File: config.mk
export PLATFORM = sky130hd
export DESIGN_NAME = distance_vector_route_update
export DESIGN_NICKNAME = d
export VERILOG_FILES = /design/src/design/dvr_pkg.sv /design/src/design/dvr_table.sv /design/src/design/dvr_seq.sv /design/src/design/distance_vector_route_update.sv
export SDC_FILE = /design/constraint.sdc
export NUM_CORES = 1
export LEC_CHECK = 0
export ABC_AREA = 1
export CORE_MARGIN = 1.5
export CORE_UTILIZATION = 60
export CTS_CLUSTER_SIZE = 40
export DETAILED_ROUTE_END_ITERATION = 10
export DONT_BUFFER_PORTS = 1
export PLACE_DENSITY = 0.83
export SLEW_MARGIN = 30
export SYNTH_ARGS = -nofsm -noshare
export SYNTH_HDL_FRONTEND = slang
export SYNTH_SLANG_ARGS = --single-unit
File: constraint.sdc
create_clock -name i_clk -period 5.6 [get_ports i_clk]
set_clock_uncertainty 0.2 [all_clocks]
set_input_delay 1.12 -clock i_clk [delete_from_list [all_inputs] [get_ports i_clk]]
set_output_delay 1.12 -clock i_clk [all_outputs]
set_load 0.1 [all_outputs]
File: src/design/dvr_pkg.sv
// Package for the distance-vector route update block.
// Holds table geometry, field widths, command and status codes and the shared
// structs. No dependencies.
`default_nettype none

package dvr_pkg;

    // Table geometry.
    localparam int TABLE_ENTRIES = 32;
    localparam int IDX_W         = $clog2(TABLE_ENTRIES);
    localparam int CNT_W         = $clog2(TABLE_ENTRIES + 1);

    // Field widths of the stream beats.
    localparam int DEST_W  = 8;
    localparam int DIST_W  = 5;
    localparam int HOP_W   = 8;
    localparam int RIDX_W  = 5;
    localparam int CMD_W   = 2;
    localparam int STAT_W  = 3;
    localparam int LIMIT_W = 5;

    // Common width for comparing a read index against the route count.
    localparam int RCMP_W = (CNT_W > RIDX_W) ? CNT_W : RIDX_W;

    // Hop limit after reset.
    localparam logic [LIMIT_W-1:0] HOP_LIMIT_RST = LIMIT_W'(16);

    typedef enum logic [CMD_W-1:0] {
        CMD_INSTALL   = 2'd0,
        CMD_ADVERTISE = 2'd1,
        CMD_READ      = 2'd2
    } t_cmd;

    typedef enum logic [STAT_W-1:0] {
        ST_ADDED      = 3'd0,
        ST_UPDATED    = 3'd1,
        ST_UNCHANGED  = 3'd2,
        ST_OVER_LIMIT = 3'd3,
        ST_FULL       = 3'd4,
        ST_READ       = 3'd5
    } t_status;

    typedef enum logic [2:0] {
        S_IDLE,
        S_READ,
        S_RD_WAIT,
        S_SCAN,
        S_APPLY,
        S_DONE
    } t_state;

    // One stored route.
    typedef struct packed {
        logic [DEST_W-1:0] dest;
        logic [DIST_W-1:0] distance;
        logic [HOP_W-1:0]  hop;
    } t_entry;

    // One input item.
    typedef struct packed {
        logic [CMD_W-1:0]  cmd;
        logic [DEST_W-1:0] dest;
        logic [DIST_W-1:0] distance;
        logic [HOP_W-1:0]  hop;
        logic [RIDX_W-1:0] ridx;
    } t_item;

    // One result item.
    typedef struct packed {
        t_status           status;
        logic              valid;
        logic [RIDX_W-1:0] index;
        t_entry            entry;
    } t_result;

    // Access request from the sequencer to the route table.
    typedef struct packed {
        logic             rd_en;
        logic [IDX_W-1:0] rd_addr;
        logic             wr_en;
        logic [IDX_W-1:0] wr_addr;
        t_entry           wr_data;
        logic             append;
    } t_tbl_req;

    function automatic t_result mk_result(t_status st, logic vld,
                                          logic [RIDX_W-1:0] idx, t_entry ent);
        t_result res;
        res.status = st;
        res.valid  = vld;
        res.index  = idx;
        res.entry  = ent;
        return res;
    endfunction

endpackage

`default_nettype wire

File: src/design/dvr_table.sv
// Route table storage: one memory of routes with a registered read port,
// one write port, and the route count. Depends on dvr_pkg.
`default_nettype none

module dvr_table
    import dvr_pkg::*;
(
    input  wire logic             i_clk,
    input  wire logic             i_rst_n,
    input  wire t_tbl_req         i_req,
    output t_entry                o_rd,
    output logic [CNT_W-1:0]      o_count
);

    t_entry           r_mem [TABLE_ENTRIES];
    t_entry           r_rd;
    logic [CNT_W-1:0] r_count;

    // Memory write port and registered read port.
    always_ff @(posedge i_clk) begin
        if (i_req.wr_en) begin
            r_mem[i_req.wr_addr] <= i_req.wr_data;
        end
        if (i_req.rd_en) begin
            r_rd <= r_mem[i_req.rd_addr];
        end
    end

    // Number of routes held; entries are only ever appended.
    always_ff @(posedge i_clk) begin
        if (!i_rst_n) begin
            r_count <= '0;
        end else if (i_req.append) begin
            r_count <= r_count + CNT_W'(1);
        end
    end

    assign o_rd    = r_rd;
    assign o_count = r_count;

endmodule

`default_nettype wire

File: src/design/dvr_seq.sv
// Sequencer for the route update: scans the table one entry per cycle with a
// shared destination compare, then applies the distance-vector rules.
// Depends on dvr_pkg.
`default_nettype none

module dvr_seq
    import dvr_pkg::*;
(
    input  wire logic               i_clk,
    input  wire logic               i_rst_n,
    input  wire logic               i_in_valid,
    output logic                    o_in_ready,
    input  wire t_item              i_item,
    input  wire logic [LIMIT_W-1:0] i_hop_limit,
    input  wire logic               i_res_ready,
    output logic                    o_res_valid,
    output t_result                 o_res,
    output t_tbl_req                o_tbl_req,
    input  wire t_entry             i_tbl_rd,
    input  wire logic [CNT_W-1:0]   i_tbl_count
);

    t_state            r_state;
    t_state            n_state;
    t_item             r_item;
    t_result           r_res;
    t_entry            r_ent;
    logic [CNT_W-1:0]  r_scan_idx;
    logic              r_cmp_vld;
    logic [IDX_W-1:0]  r_cmp_idx;
    logic [IDX_W-1:0]  r_hit_idx;
    logic              r_found;

    logic              adv_over;
    logic              rd_ok;
    t_result           imm_res;
    logic              issue;
    logic              hit;
    logic              scan_end;
    logic [DIST_W-1:0] new_dist;
    logic              ap_wr;
    logic              ap_app;
    logic [IDX_W-1:0]  ap_idx;
    t_entry            ap_ent;
    t_result           ap_res;

    // Checks made on the incoming item before any table access.
    assign adv_over = ((DIST_W + 1)'(i_item.distance) + (DIST_W + 1)'(1))
                      >= (DIST_W + 1)'(i_hop_limit);
    assign rd_ok    = RCMP_W'(i_item.ridx) < RCMP_W'(i_tbl_count);

    // Results that need no table access.
    always_comb begin
        case (t_cmd'(i_item.cmd))
            CMD_ADVERTISE: imm_res = mk_result(ST_OVER_LIMIT, 1'b0, '0, '0);
            CMD_READ:      imm_res = mk_result(ST_READ, 1'b0, i_item.ridx, '0);
            default:       imm_res = mk_result(ST_UNCHANGED, 1'b0, '0, '0);
        endcase
    end

    // Scan pipeline: address issued one cycle, compared the next.
    assign issue    = r_scan_idx < i_tbl_count;
    assign hit      = r_cmp_vld && (i_tbl_rd.dest == r_item.dest);
    assign scan_end = hit || (!issue && !r_cmp_vld);

    // Update rules applied once the scan has ended.
    assign new_dist = r_item.distance + DIST_W'(1);

    always_comb begin
        ap_wr  = 1'b0;
        ap_app = 1'b0;
        ap_idx = r_hit_idx;
        ap_ent = r_ent;
        ap_res = mk_result(ST_UNCHANGED, 1'b1, RIDX_W'(r_hit_idx), r_ent);
        if (!r_found) begin
            if (i_tbl_count == CNT_W'(TABLE_ENTRIES)) begin
                ap_res = mk_result(ST_FULL, 1'b0, '0, '0);
            end else begin
                ap_wr           = 1'b1;
                ap_app          = 1'b1;
                ap_idx          = IDX_W'(i_tbl_count);
                ap_ent.dest     = r_item.dest;
                ap_ent.distance = (t_cmd'(r_item.cmd) == CMD_INSTALL) ?
                                  r_item.distance : new_dist;
                ap_ent.hop      = r_item.hop;
                ap_res          = mk_result(ST_ADDED, 1'b1, RIDX_W'(ap_idx), ap_ent);
            end
        end else if (t_cmd'(r_item.cmd) == CMD_INSTALL) begin
            ap_wr           = 1'b1;
            ap_ent.distance = r_item.distance;
            ap_ent.hop      = r_item.hop;
            ap_res          = mk_result(ST_UPDATED, 1'b1, RIDX_W'(ap_idx), ap_ent);
        end else if (r_ent.hop == r_item.hop) begin
            // Same neighbor: always follow its distance.
            if (r_ent.distance != new_dist) begin
                ap_wr           = 1'b1;
                ap_ent.distance = new_dist;
                ap_res          = mk_result(ST_UPDATED, 1'b1, RIDX_W'(ap_idx), ap_ent);
            end
        end else if (new_dist < r_ent.distance) begin
            // Other neighbor: take the route only if strictly shorter.
            ap_wr           = 1'b1;
            ap_ent.distance = new_dist;
            ap_ent.hop      = r_item.hop;
            ap_res          = mk_result(ST_UPDATED, 1'b1, RIDX_W'(ap_idx), ap_ent);
        end
    end

    // Next state.
    always_comb begin
        n_state = r_state;
        case (r_state)
            S_IDLE: begin
                if (i_in_valid) begin
                    case (t_cmd'(i_item.cmd))
                        CMD_INSTALL:   n_state = S_SCAN;
                        CMD_ADVERTISE: n_state = adv_over ? S_DONE : S_SCAN;
                        CMD_READ:      n_state = rd_ok ? S_READ : S_DONE;
                        default:       n_state = S_DONE;
                    endcase
                end
            end
            S_READ:    n_state = S_RD_WAIT;
            S_RD_WAIT: n_state = S_DONE;
            S_SCAN: begin
                if (scan_end) begin
                    n_state = S_APPLY;
                end
            end
            S_APPLY:   n_state = S_DONE;
            S_DONE: begin
                if (i_res_ready) begin
                    n_state = S_IDLE;
                end
            end
            default:   n_state = S_IDLE;
        endcase
    end

    // State outputs and table requests.
    always_comb begin
        o_in_ready  = 1'b0;
        o_res_valid = 1'b0;
        o_tbl_req   = '0;
        case (r_state)
            S_IDLE: o_in_ready = 1'b1;
            S_READ: begin
                o_tbl_req.rd_en   = 1'b1;
                o_tbl_req.rd_addr = IDX_W'(r_item.ridx);
            end
            S_SCAN: begin
                o_tbl_req.rd_en   = issue;
                o_tbl_req.rd_addr = r_scan_idx[IDX_W-1:0];
            end
            S_APPLY: begin
                o_tbl_req.wr_en   = ap_wr;
                o_tbl_req.wr_addr = ap_idx;
                o_tbl_req.wr_data = ap_ent;
                o_tbl_req.append  = ap_app;
            end
            S_DONE: o_res_valid = 1'b1;
            default: o_tbl_req = '0;
        endcase
    end

    // State register.
    always_ff @(posedge i_clk) begin
        if (!i_rst_n) begin
            r_state <= S_IDLE;
        end else begin
            r_state <= n_state;
        end
    end

    // Item, scan and result registers.
    always_ff @(posedge i_clk) begin
        case (r_state)
            S_IDLE: begin
                if (i_in_valid) begin
                    r_item     <= i_item;
                    r_scan_idx <= '0;
                    r_cmp_vld  <= 1'b0;
                    r_res      <= imm_res;
                end
            end
            S_SCAN: begin
                r_cmp_vld <= issue;
                r_cmp_idx <= r_scan_idx[IDX_W-1:0];
                if (issue) begin
                    r_scan_idx <= r_scan_idx + CNT_W'(1);
                end
                if (hit) begin
                    r_found   <= 1'b1;
                    r_hit_idx <= r_cmp_idx;
                    r_ent     <= i_tbl_rd;
                end else if (scan_end) begin
                    r_found <= 1'b0;
                end
            end
            S_RD_WAIT: r_res <= mk_result(ST_READ, 1'b1, r_item.ridx, i_tbl_rd);
            S_APPLY:   r_res <= ap_res;
            default:   r_res <= r_res;
        endcase
    end

    assign o_res = r_res;

endmodule

`default_nettype wire

File: src/design/distance_vector_route_update.sv
// Top level of the distance-vector route update block: stream ports, hop
// limit register and output register. Depends on dvr_pkg, dvr_table, dvr_seq.
//
//   Channel  | Direction | Beat contents
//   ---------+-----------+--------------------------------------------------
//   s_axis   | in        | tuser: command; tdata: dest, distance, hop, index
//   m_axis   | out       | tuser: status, valid; tdata: index, dest, dist, hop
//   cfg      | in        | data: hop limit (5 bits)
//
// Install and advertise scan the table one entry per cycle through a single
// memory read port and one destination compare, then apply the update rules.
// Reads go through the read and read-wait states; dropped advertisements and
// unused commands go straight to the result without a table access.
// Reset is synchronous, active low, and empties the table (route count zero).
// A finished result waits in the output register while the next beat is taken.
`default_nettype none

module distance_vector_route_update
    import dvr_pkg::*;
(
    input  wire logic                i_clk,
    input  wire logic                i_rst_n,
    // Input beat
    input  wire logic                i_s_axis_tvalid,
    output logic                     o_s_axis_tready,
    input  wire logic [1:0]          i_s_axis_tuser,  // [1:0] command
    input  wire logic [31:0]         i_s_axis_tdata,  // [7:0] dest_id, [12:8] distance,
                                                      // [20:13] hop_id, [25:21] read_index
    // Result beat
    output logic                     o_m_axis_tvalid,
    input  wire logic                i_m_axis_tready,
    output logic [3:0]               o_m_axis_tuser,  // [2:0] status, [3] entry_valid
    output logic [31:0]              o_m_axis_tdata,  // [4:0] entry_index, [12:5] entry_dest,
                                                      // [17:13] entry_distance, [25:18] entry_hop
    // Hop limit write
    input  wire logic                i_cfg_valid,
    output logic                     o_cfg_ready,
    input  wire logic [LIMIT_W-1:0]  i_cfg_data
);

    logic [LIMIT_W-1:0] r_hop_limit;
    logic               r_out_vld;
    t_result            r_out;

    t_item              in_item;
    logic               res_valid;
    logic               res_ready;
    t_result            res;
    t_tbl_req           tbl_req;
    t_entry             tbl_rd;
    logic [CNT_W-1:0]   tbl_count;

    // Unpack the input beat.
    assign in_item.cmd      = i_s_axis_tuser;
    assign in_item.dest     = i_s_axis_tdata[7:0];
    assign in_item.distance = i_s_axis_tdata[12:8];
    assign in_item.hop      = i_s_axis_tdata[20:13];
    assign in_item.ridx     = i_s_axis_tdata[25:21];

    // Hop limit register.
    assign o_cfg_ready = 1'b1;

    always_ff @(posedge i_clk) begin
        if (!i_rst_n) begin
            r_hop_limit <= HOP_LIMIT_RST;
        end else if (i_cfg_valid) begin
            r_hop_limit <= i_cfg_data;
        end
    end

    dvr_table u_table (
        .i_clk   (i_clk),
        .i_rst_n (i_rst_n),
        .i_req   (tbl_req),
        .o_rd    (tbl_rd),
        .o_count (tbl_count)
    );

    dvr_seq u_seq (
        .i_clk       (i_clk),
        .i_rst_n     (i_rst_n),
        .i_in_valid  (i_s_axis_tvalid),
        .o_in_ready  (o_s_axis_tready),
        .i_item      (in_item),
        .i_hop_limit (r_hop_limit),
        .i_res_ready (res_ready),
        .o_res_valid (res_valid),
        .o_res       (res),
        .o_tbl_req   (tbl_req),
        .i_tbl_rd    (tbl_rd),
        .i_tbl_count (tbl_count)
    );

    // Output register: loads when empty or when its beat is being taken.
    assign res_ready = !r_out_vld || i_m_axis_tready;

    always_ff @(posedge i_clk) begin
        if (!i_rst_n) begin
            r_out_vld <= 1'b0;
        end else if (res_ready) begin
            r_out_vld <= res_valid;
        end
    end

    always_ff @(posedge i_clk) begin
        if (res_ready && res_valid) begin
            r_out <= res;
        end
    end

    // Pack the result beat.
    assign o_m_axis_tvalid = r_out_vld;
    assign o_m_axis_tuser  = {r_out.valid, r_out.status};
    assign o_m_axis_tdata  = {6'd0, r_out.entry.hop, r_out.entry.distance,
                              r_out.entry.dest, r_out.index};

endmodule

`default_nettype wire
==> results of run 1 <==
-- worst min-delay path by stage --
stage / slack [ps] / end / cells past startpoint
after floorplan: 200 / o_m_axis_tdata[0]$_DFFE_PP_ / 0
after global placement: 200 / o_m_axis_tdata[19]$_DFFE_PP_ / 0
after detailed placement: 200 / o_m_axis_tdata[0]$_DFFE_PP_ / 0
after CTS: 220 / o_m_axis_tdata[19]$_DFFE_PP_ / 0
after global routing: 220 / o_m_axis_tdata[11]$_DFFE_PP_ / 0
final: 220 / o_m_axis_tdata[19]$_DFFE_PP_ / 0
-- through the flow --
| step | total power (W) | worst slack (ps) | utilization | instance area (um^2) | hold slack, ps |
|---|---|---|---|---|---|
| finish | 0.0179 | 1110 | 0.667 | 40300 | 217 |
| global route | 0.0187 | 929 | 0.667 | 40300 | 224 |
| CTS | 0.0179 | 1220 | 0.667 | 40300 | 218 |
| detailed placement | 0.0126 | 1240 | 0.625 | 37700 | 205 |
| global placement | 0.0124 | 1330 | 0.624 | 37700 | 201 |
| floorplan | 0.0111 | 856 | - | 36700 | 200 |
-- flip-flops by register name, indices dropped and copies added (netlist names) --
name / cells
u_seq.r_cmp_vld: 1
u_seq.r_state: 3
r_hop_limit: 5
u_seq.r_scan_idx: 6
o_m_axis_tuser: 4
u_seq.o_res: 30
u_seq.r_ent: 21
o_m_axis_tdata: 26
o_m_axis_tvalid: 1
u_seq.r_found: 1
u_table.r_mem: 672
u_table.o_count: 6
u_seq.r_item: 28
u_seq.r_cmp_idx: 5
u_seq.r_hit_idx: 5
u_table.o_rd: 21
-- synth_stat cells (all sizes together) --
cell,count,share of area
dfxtp,15,0.0082
nand3,500,0.069
ha,29,0.0099
o2111ai,1,0.00024
clkbuf,82,0.0084
edfxtp,820,0.67
conb,2,0.00021
clkinv,2,0.00021
nand3b,211,0.043
nor4,1,0.00017
o221ai,9,0.0022
o22ai,7,0.0014
o21a,5,0.0010
xor2,5,0.0012
o31ai,2,0.00041
a21o,1,0.00021
buf,101,0.014
and2,3,0.00051
inv,348,0.036
a21boi,4,0.00082
a22oi,1,0.00021
nand2,992,0.10
o211ai,26,0.0053
xnor2,9,0.0022
nor2,103,0.011
nor3,7,0.0011
o21ai,34,0.0046
nand4,8,0.0014
a21oi,30,0.0042
-- final cells by class --
cell class                 count  area share
sequential                   835       0.619
clock buffer                  99      0.0538
multi-input combinational   1995       0.244
timing repair buffer          79      0.0168
tap                          782      0.0243
inverter                     350      0.0327
clock inverter                49      0.0102
-- power groups by stage --
stage               clock [W]  combinational (W)  sequential (W)
floorplan                   0            0.00302         0.00811
global placement            0            0.00425         0.00816
detailed placement          0            0.00441         0.00818
CTS                   0.00533            0.00448         0.00805
global route          0.00559            0.00500         0.00808
finish                0.00531            0.00458         0.00805
-- routing by layer --
layer,vias to the layer above,share of wire,global-route usage
li1,11400,-,-
met4,0,0.033,0.108
met3,249,0.11,0.0535
met1,12000,0.37,0.364
met2,1523,0.49,0.469
met5,-,0,0
-- worst max-delay path, delay by kind of cell (launching register included) --
family          cells  cell delay, ps
xor+xnor            1             310
compound gates      1             130
fa+ha+maj           2             580
buf+inv             2             490
flops               1             460
simple gates        8            2000
-- cell families after synthesis --
kind of cell | after synthesis | share of synthesized area
xor+xnor | 14 | 0.00335
buf+inv | 533 | 0.0583
flops | 835 | 0.680
fa+ha+maj | 29 | 0.00990
compound gates | 120 | 0.0206
other cells | 2 | 0.000205
simple gates | 1825 | 0.227
-- placed cells by master, fill, tap and decap left out, types with 4 or more instances in the layout --
cell	count
o22ai_1	4
conb_1	7
a21oi_1	26
o211ai_1	26
clkinv_1	17
inv_1	344
nand2_1	989
nor2_1	65
dfxtp_1	15
nor3_1	6
clkinv_2	23
nor2_2	37
o221ai_1	9
nand4_1	8
nand3_1	498
xnor2_1	9
o21ai_0	27
a21boi_0	4
xor2_1	5
o21ai_2	4
buf_12	6
ha_1	29
edfxtp_1	820
clkbuf_16	84
buf_4	71
bufinv_16	5
nand3b_1	211
clkbuf_1	14
==> impl_results.md, run 1 <==
- Drt drc: 0
- Initial core utilization: 0.607
- Vias in the first global route: 24500
- Post-detail-place hpwl: 49900 um
- Hold_sp: u_seq.o_res[1]$_DFFE_PP_
- Post-route ant nets: 0
- Internal: 0.0119 W
- Register area: 24900 um^2
- CP Data Arrival Time: 4610 ps
- Pre-antenna DRT Iters: 6
- Row count: 90
- Seq/Total Area, Yosys: 0.680
- 1st-iter DRT viols: 3245
- Core box area: 60400 um^2
- FILL cells: 4041
- Die Y-Extent: 250 um
- Most used cell, CP: nand2_1
- CP required: 5710 ps
- Crit-path cells: ha_1 > xnor2_1 > inv_1 > ha_1 > nand2_1 > nor2_1 > nand2_1 > nand3_1 > nand2_1 > o21ai_0 > nand3_1 > nand3b_1 > nor2_2 > buf_4
- Clock network latency to the later pin of the worst-skew pair: 650 ps
- Final Hold Viols: 0
- WL final: 86600 um
- Cells after DPL: 4041
- # IOs: 83
- Switching power total: 0.00606 W
- Reg2reg end: u_table.r_mem[4][14]$_DFFE_PP_
- Die ar.: 62500 um^2
- RSZ-0062 raised after global routing: no
- Final #Nets: 3416
- GRT overflow: 0
- CP endpoint kind: flip-flop
- Routed wire per std cell: 20.7 um
- Crit path max fanout: 15
- H-Tree Depth: 3
- Pleak: 15.8 nW
- Setup bufs post-CTS: 0
- Avg Synthesized Cell Area: 10.9 um^2
- Largest net degree at the start of global routing: 159
- Vias post-DR: 25100
- Net Sw Frac: 0.338
- Fmax: 223 MHz
- Layout cells sized above 1: 0.0772
- Tcrit/Tclk final: 0.802
- Slowest-stage cell, CP: nor2_2
- Status: completed
- YS warnings: 0
- N_diodes: 0
- CTS clock-pin slew for the worst setup and hold paths: 60 ps
- FF-to-FF setup slack: 1110 ps
- Path depth of the worst reg2reg path: 14
- Initial antenna violation count: 0
- Tightest Pin Transition: 962 ps
- Critical Path End: u_table.r_mem[4][14]$_DFFE_PP_
- Avg Vias per Cell: 6.00
- CP peak stage delay: 630 ps
- Flops & latches, synth: 835
- Critical Path Source Type: flip-flop
- Sinks on Clock Net: 835
- Relative slew slack: 0.359
- Final Setup Violations: 0
- Library cells used by synthesis: 38
- Root Buffer: clkbuf_16
- Routability cong.: 0.886
- Fin Setup TNS: 0 ps
- Clk pwr share: 0.296
- Number of hold buffers added after CTS: 0
- Post_cts resized: 0
- Worst Setup SP: u_seq.r_item[13]$_DFFE_PP_
- Synth Cell Area: 36600 um^2
- Layout area overhead: 9.97%
- Hold WC Path Type: reg2reg
- Overall routing resource usage: 0.280
- Die X: 250 um
- TritonCTS clock tree: built
- PortBufs: 0
- Logic pwr share: 0.255
- Mapped Cells: 3358
- Sequential cell fraction of total power: 0.449
- Final min period: 4490 ps
- Reg2reg start: u_seq.r_item[13]$_DFFE_PP_
- Non-Filler Instances: 4189
- Crit Path Class: reg2reg
- Power Dens Cells: 445 nW/um^2
- Multi-input gate area: 9820 um^2
- CTS Buffer Depth: 3
- Final Max Slew Viols: 0
- VDD IR max: 0.279 mV
- Global-route wire length before repair: 135000 um
- CTS Buf Count: 82
- Number of max-cap violations: 0
(Power assumes the default switching activity.)
==> inputs of run 2 (changes only) <==
--- a/config.mk
+++ b/config.mk
@@ -7,7 +7,7 @@
 export LEC_CHECK = 0
 export ABC_AREA = 1
 export CORE_MARGIN = 1.5
-export CORE_UTILIZATION = 60
+export CORE_UTILIZATION = 58
 export CTS_CLUSTER_SIZE = 40
 export DETAILED_ROUTE_END_ITERATION = 10
 export DONT_BUFFER_PORTS = 1
==> constraint.sdc (replaced) <==
create_clock -name i_clk -period 4.1 [get_ports i_clk]
set_clock_uncertainty 0.2 [all_clocks]
set_input_delay 0.82 -clock i_clk [delete_from_list [all_inputs] [get_ports i_clk]]
set_output_delay 0.82 -clock i_clk [all_outputs]
set_load 0.1 [all_outputs]
==> run 2 against run 1 <==
  * Die area up 3.4%
  * First-iteration DRC count down 13%
  * Design area up 1.8%
  * Fmax up 20%
==> impl_results.md, run 2 (synthesized netlist as in run 1, its figures left out) <==
- Routed wire per std cell: 20.1 um (-2.7%)
- CTS Buf Count: 81 (-1.2%)
- Core box area: 62100 um^2 (+2.8%)
- 1st-iter DRT viols: 2838 (-13%)
- Die ar.: 64700 um^2 (+3.4%)
- Sequential cell fraction of total power: 0.440 (-0.009)
- Number of max-cap violations: 0 (unchanged)
- GRT overflow: 0 (unchanged)
- Hold_ws: 65.7 ps (-151 ps)
- Highest-count cells in the layout ignoring fill and taps: 991 x nand2_1, 820 x edfxtp_1, 498 x nand3_1, 345 x inv_1, 211 x nand3b_1
- Largest net degree at the start of global routing: 211 (+33%)
- PortBufs: 0 (unchanged)
- RSZ-0062 raised after global routing: no
- CP endpoint kind: flip-flop
- Crit path max fanout: 21 (+6)
- Power Dens Cells: 609 nW/um^2 (+37%)
- Setup bufs post-CTS: 0 (unchanged)
- # IOs: 83 (unchanged)
- Status: completed
- Post-detail-place hpwl: 49900 um (about the same)
- Net Sw Frac: 0.333 (-0.00496)
- Vias in the first global route: 24000 (-2.3%)
- VDD IR max: 0.510 mV (+83%)
- Sinks on Clock Net: 835 (unchanged)
- Fin Setup TNS: 0 ps (unchanged)
- CTS Buffer Depth: 3 (unchanged)
- Most common cell after layout, fill and taps aside: nand2_1
- Area after DPL: 38200 um^2 (+1.4%)
- Switching power total: 0.00830 W (+37%)
- Final Hold Viols: 0 (unchanged)
- Row count: 91 (+1.1%)
- Overall routing resource usage: 0.269 (-0.0109)
- Layout area overhead: 11.9%
- Crit path max-delay family: simple AND/OR/NAND/NOR gates
- H-Tree Depth: 3 (unchanged)
- Die X: 254 um (+1.7%)
- WL final: 85900 um (-0.78%)
- Tcrit/Tclk final: 0.914 (+0.112)
- Final Setup Violations: 0 (unchanged)
- Clock network latency to the later pin of the worst-skew pair: 660 ps (about the same)
- Final #Nets: 3442 (+0.76%)
- Final Max Slew Viols: 0 (unchanged)
- Final min period: 3750 ps (-744 ps)
- Routability cong.: 0.891 (+0.53%)
- Fmax: 267 MHz (+20%)
- Post-route ant nets: 0 (unchanged)
- Crit Path Class: reg2reg
- DP Worst Slack: 325 ps (-915 ps)
- Initial core utilization: 0.590 (-0.0166)
- Hold WC Path Type: in2reg
- Crit-path cells: ha_1 > nand3_1 > nand2_1 > nand2_1 > inv_1 > ha_1 > a21oi_1 > nand3_1 > buf_4 > nand2_1 > o21ai_0 > nand3_1 > nand3_1 > buf_4 > nor2_2 > buf_4
- Tightest Pin Transition: 960 ps (-1.90 ps)
- CP Data Arrival Time: 3850 ps (-760 ps)
- CP peak stage delay: 450 ps (-180 ps)
- CP required: 4200 ps (-1510 ps)
- CTS clock-pin slew for the worst setup and hold paths: 70 ps (about the same)
- Number of hold buffers added after CTS: 0 (unchanged)
- TritonCTS clock tree: built
- Die Y-Extent: 254 um (+1.7%)
- Pre-antenna DRT Iters: 6 (unchanged)
- Layout cells sized above 1: 0.0816 (+0.00439)
- Number of flip-flops in the largest register: 672 (unchanged)
- Initial antenna violation count: 0 (unchanged)
- Post-route design area: 41000 um^2 (+1.8%)
- Global-route wire length before repair: 133000 um (-1.5%)
- Post_cts resized: 0 (unchanged)
- Slowest-stage cell, CP: edfxtp_1
- Avg Vias per Cell: 5.80 (-3.3%)
- Most flops, register: u_table.r_mem
- Internal: 0.0167 W (+40%)
- Root Buffer: clkbuf_16
- Setup WS post-layout: 352 ps (-756 ps)
- Total power: 0.0250 W (+39%)
- Most used cell, CP: nand3_1
- Relative slew slack: 0.359 (+0.000389)
- Drt drc: 0 (unchanged)
- Vias post-DR: 24800 (-1.4%)
- Logic pwr share: 0.258 (+0.003)
- Critical Path Source Type: flip-flop
- Pleak: 16.1 nW (+1.7%)
- Clk pwr share: 0.302 (+0.006)
- Crit path buf inv count: 4 (+2)
- FILL cells: 4224 (+4.5%)
[run 2: per-stage QoR]
stage / cells / util
after CTS: 4265 / 0.659
after floorplan: 3363 / -
after global routing: 4269 / 0.661
final: 4270 / 0.661
after global placement: 4119 / 0.616
after detailed placement: 4119 / 0.616
[run 2: area by class of cell]
cell class	instances	area [um^2]	share of cell area
inverter	350	1320	0.0321
timing repair buffer	106	1230	0.0299
clock buffer	98	2150	0.0525
tap	837	1050	0.0255
clock inverter	48	510	0.0125
antenna	1	2.50	0.0000610
multi-input combinational	1995	9820	0.240
sequential	835	24900	0.608
[run 2: power groups by stage]
stage	Clock, W	Sequential, W	Combinational [W]
2_1_floorplan	0	0.0111	0.00413
3_3_place_gp	0	0.0111	0.00601
3_5_place_dp	0	0.0112	0.00618
4_1_cts	0.00759	0.0110	0.00627
5_1_grt	0.00793	0.0110	0.00704
6_report	0.00753	0.0110	0.00644
[run 2: path summary, 6_finish.rpt]
path                               endpoint                       start  depth (start not counted)  slack, ps
max          u_table.r_mem[19][4]$_DFFE_PP_  u_seq.r_item[13]$_DFFE_PP_                         16        350
min               u_seq.r_item[2]$_DFFE_PP_          i_s_axis_tdata[23]                          0         70
max reg2reg  u_table.r_mem[19][4]$_DFFE_PP_  u_seq.r_item[13]$_DFFE_PP_                         16        350
min reg2reg    o_m_axis_tdata[25]$_DFFE_PP_    u_seq.o_res[7]$_DFFE_PP_                          0        220
[run 2: routing by layer]
metal	vias to the layer above	GRT usage	wire length [um]
li1	11400	-	-
met5	-	0	0
met4	0	0.0988	2630
met3	213	0.0532	8590
met2	1339	0.446	41600
met1	11800	0.354	33000
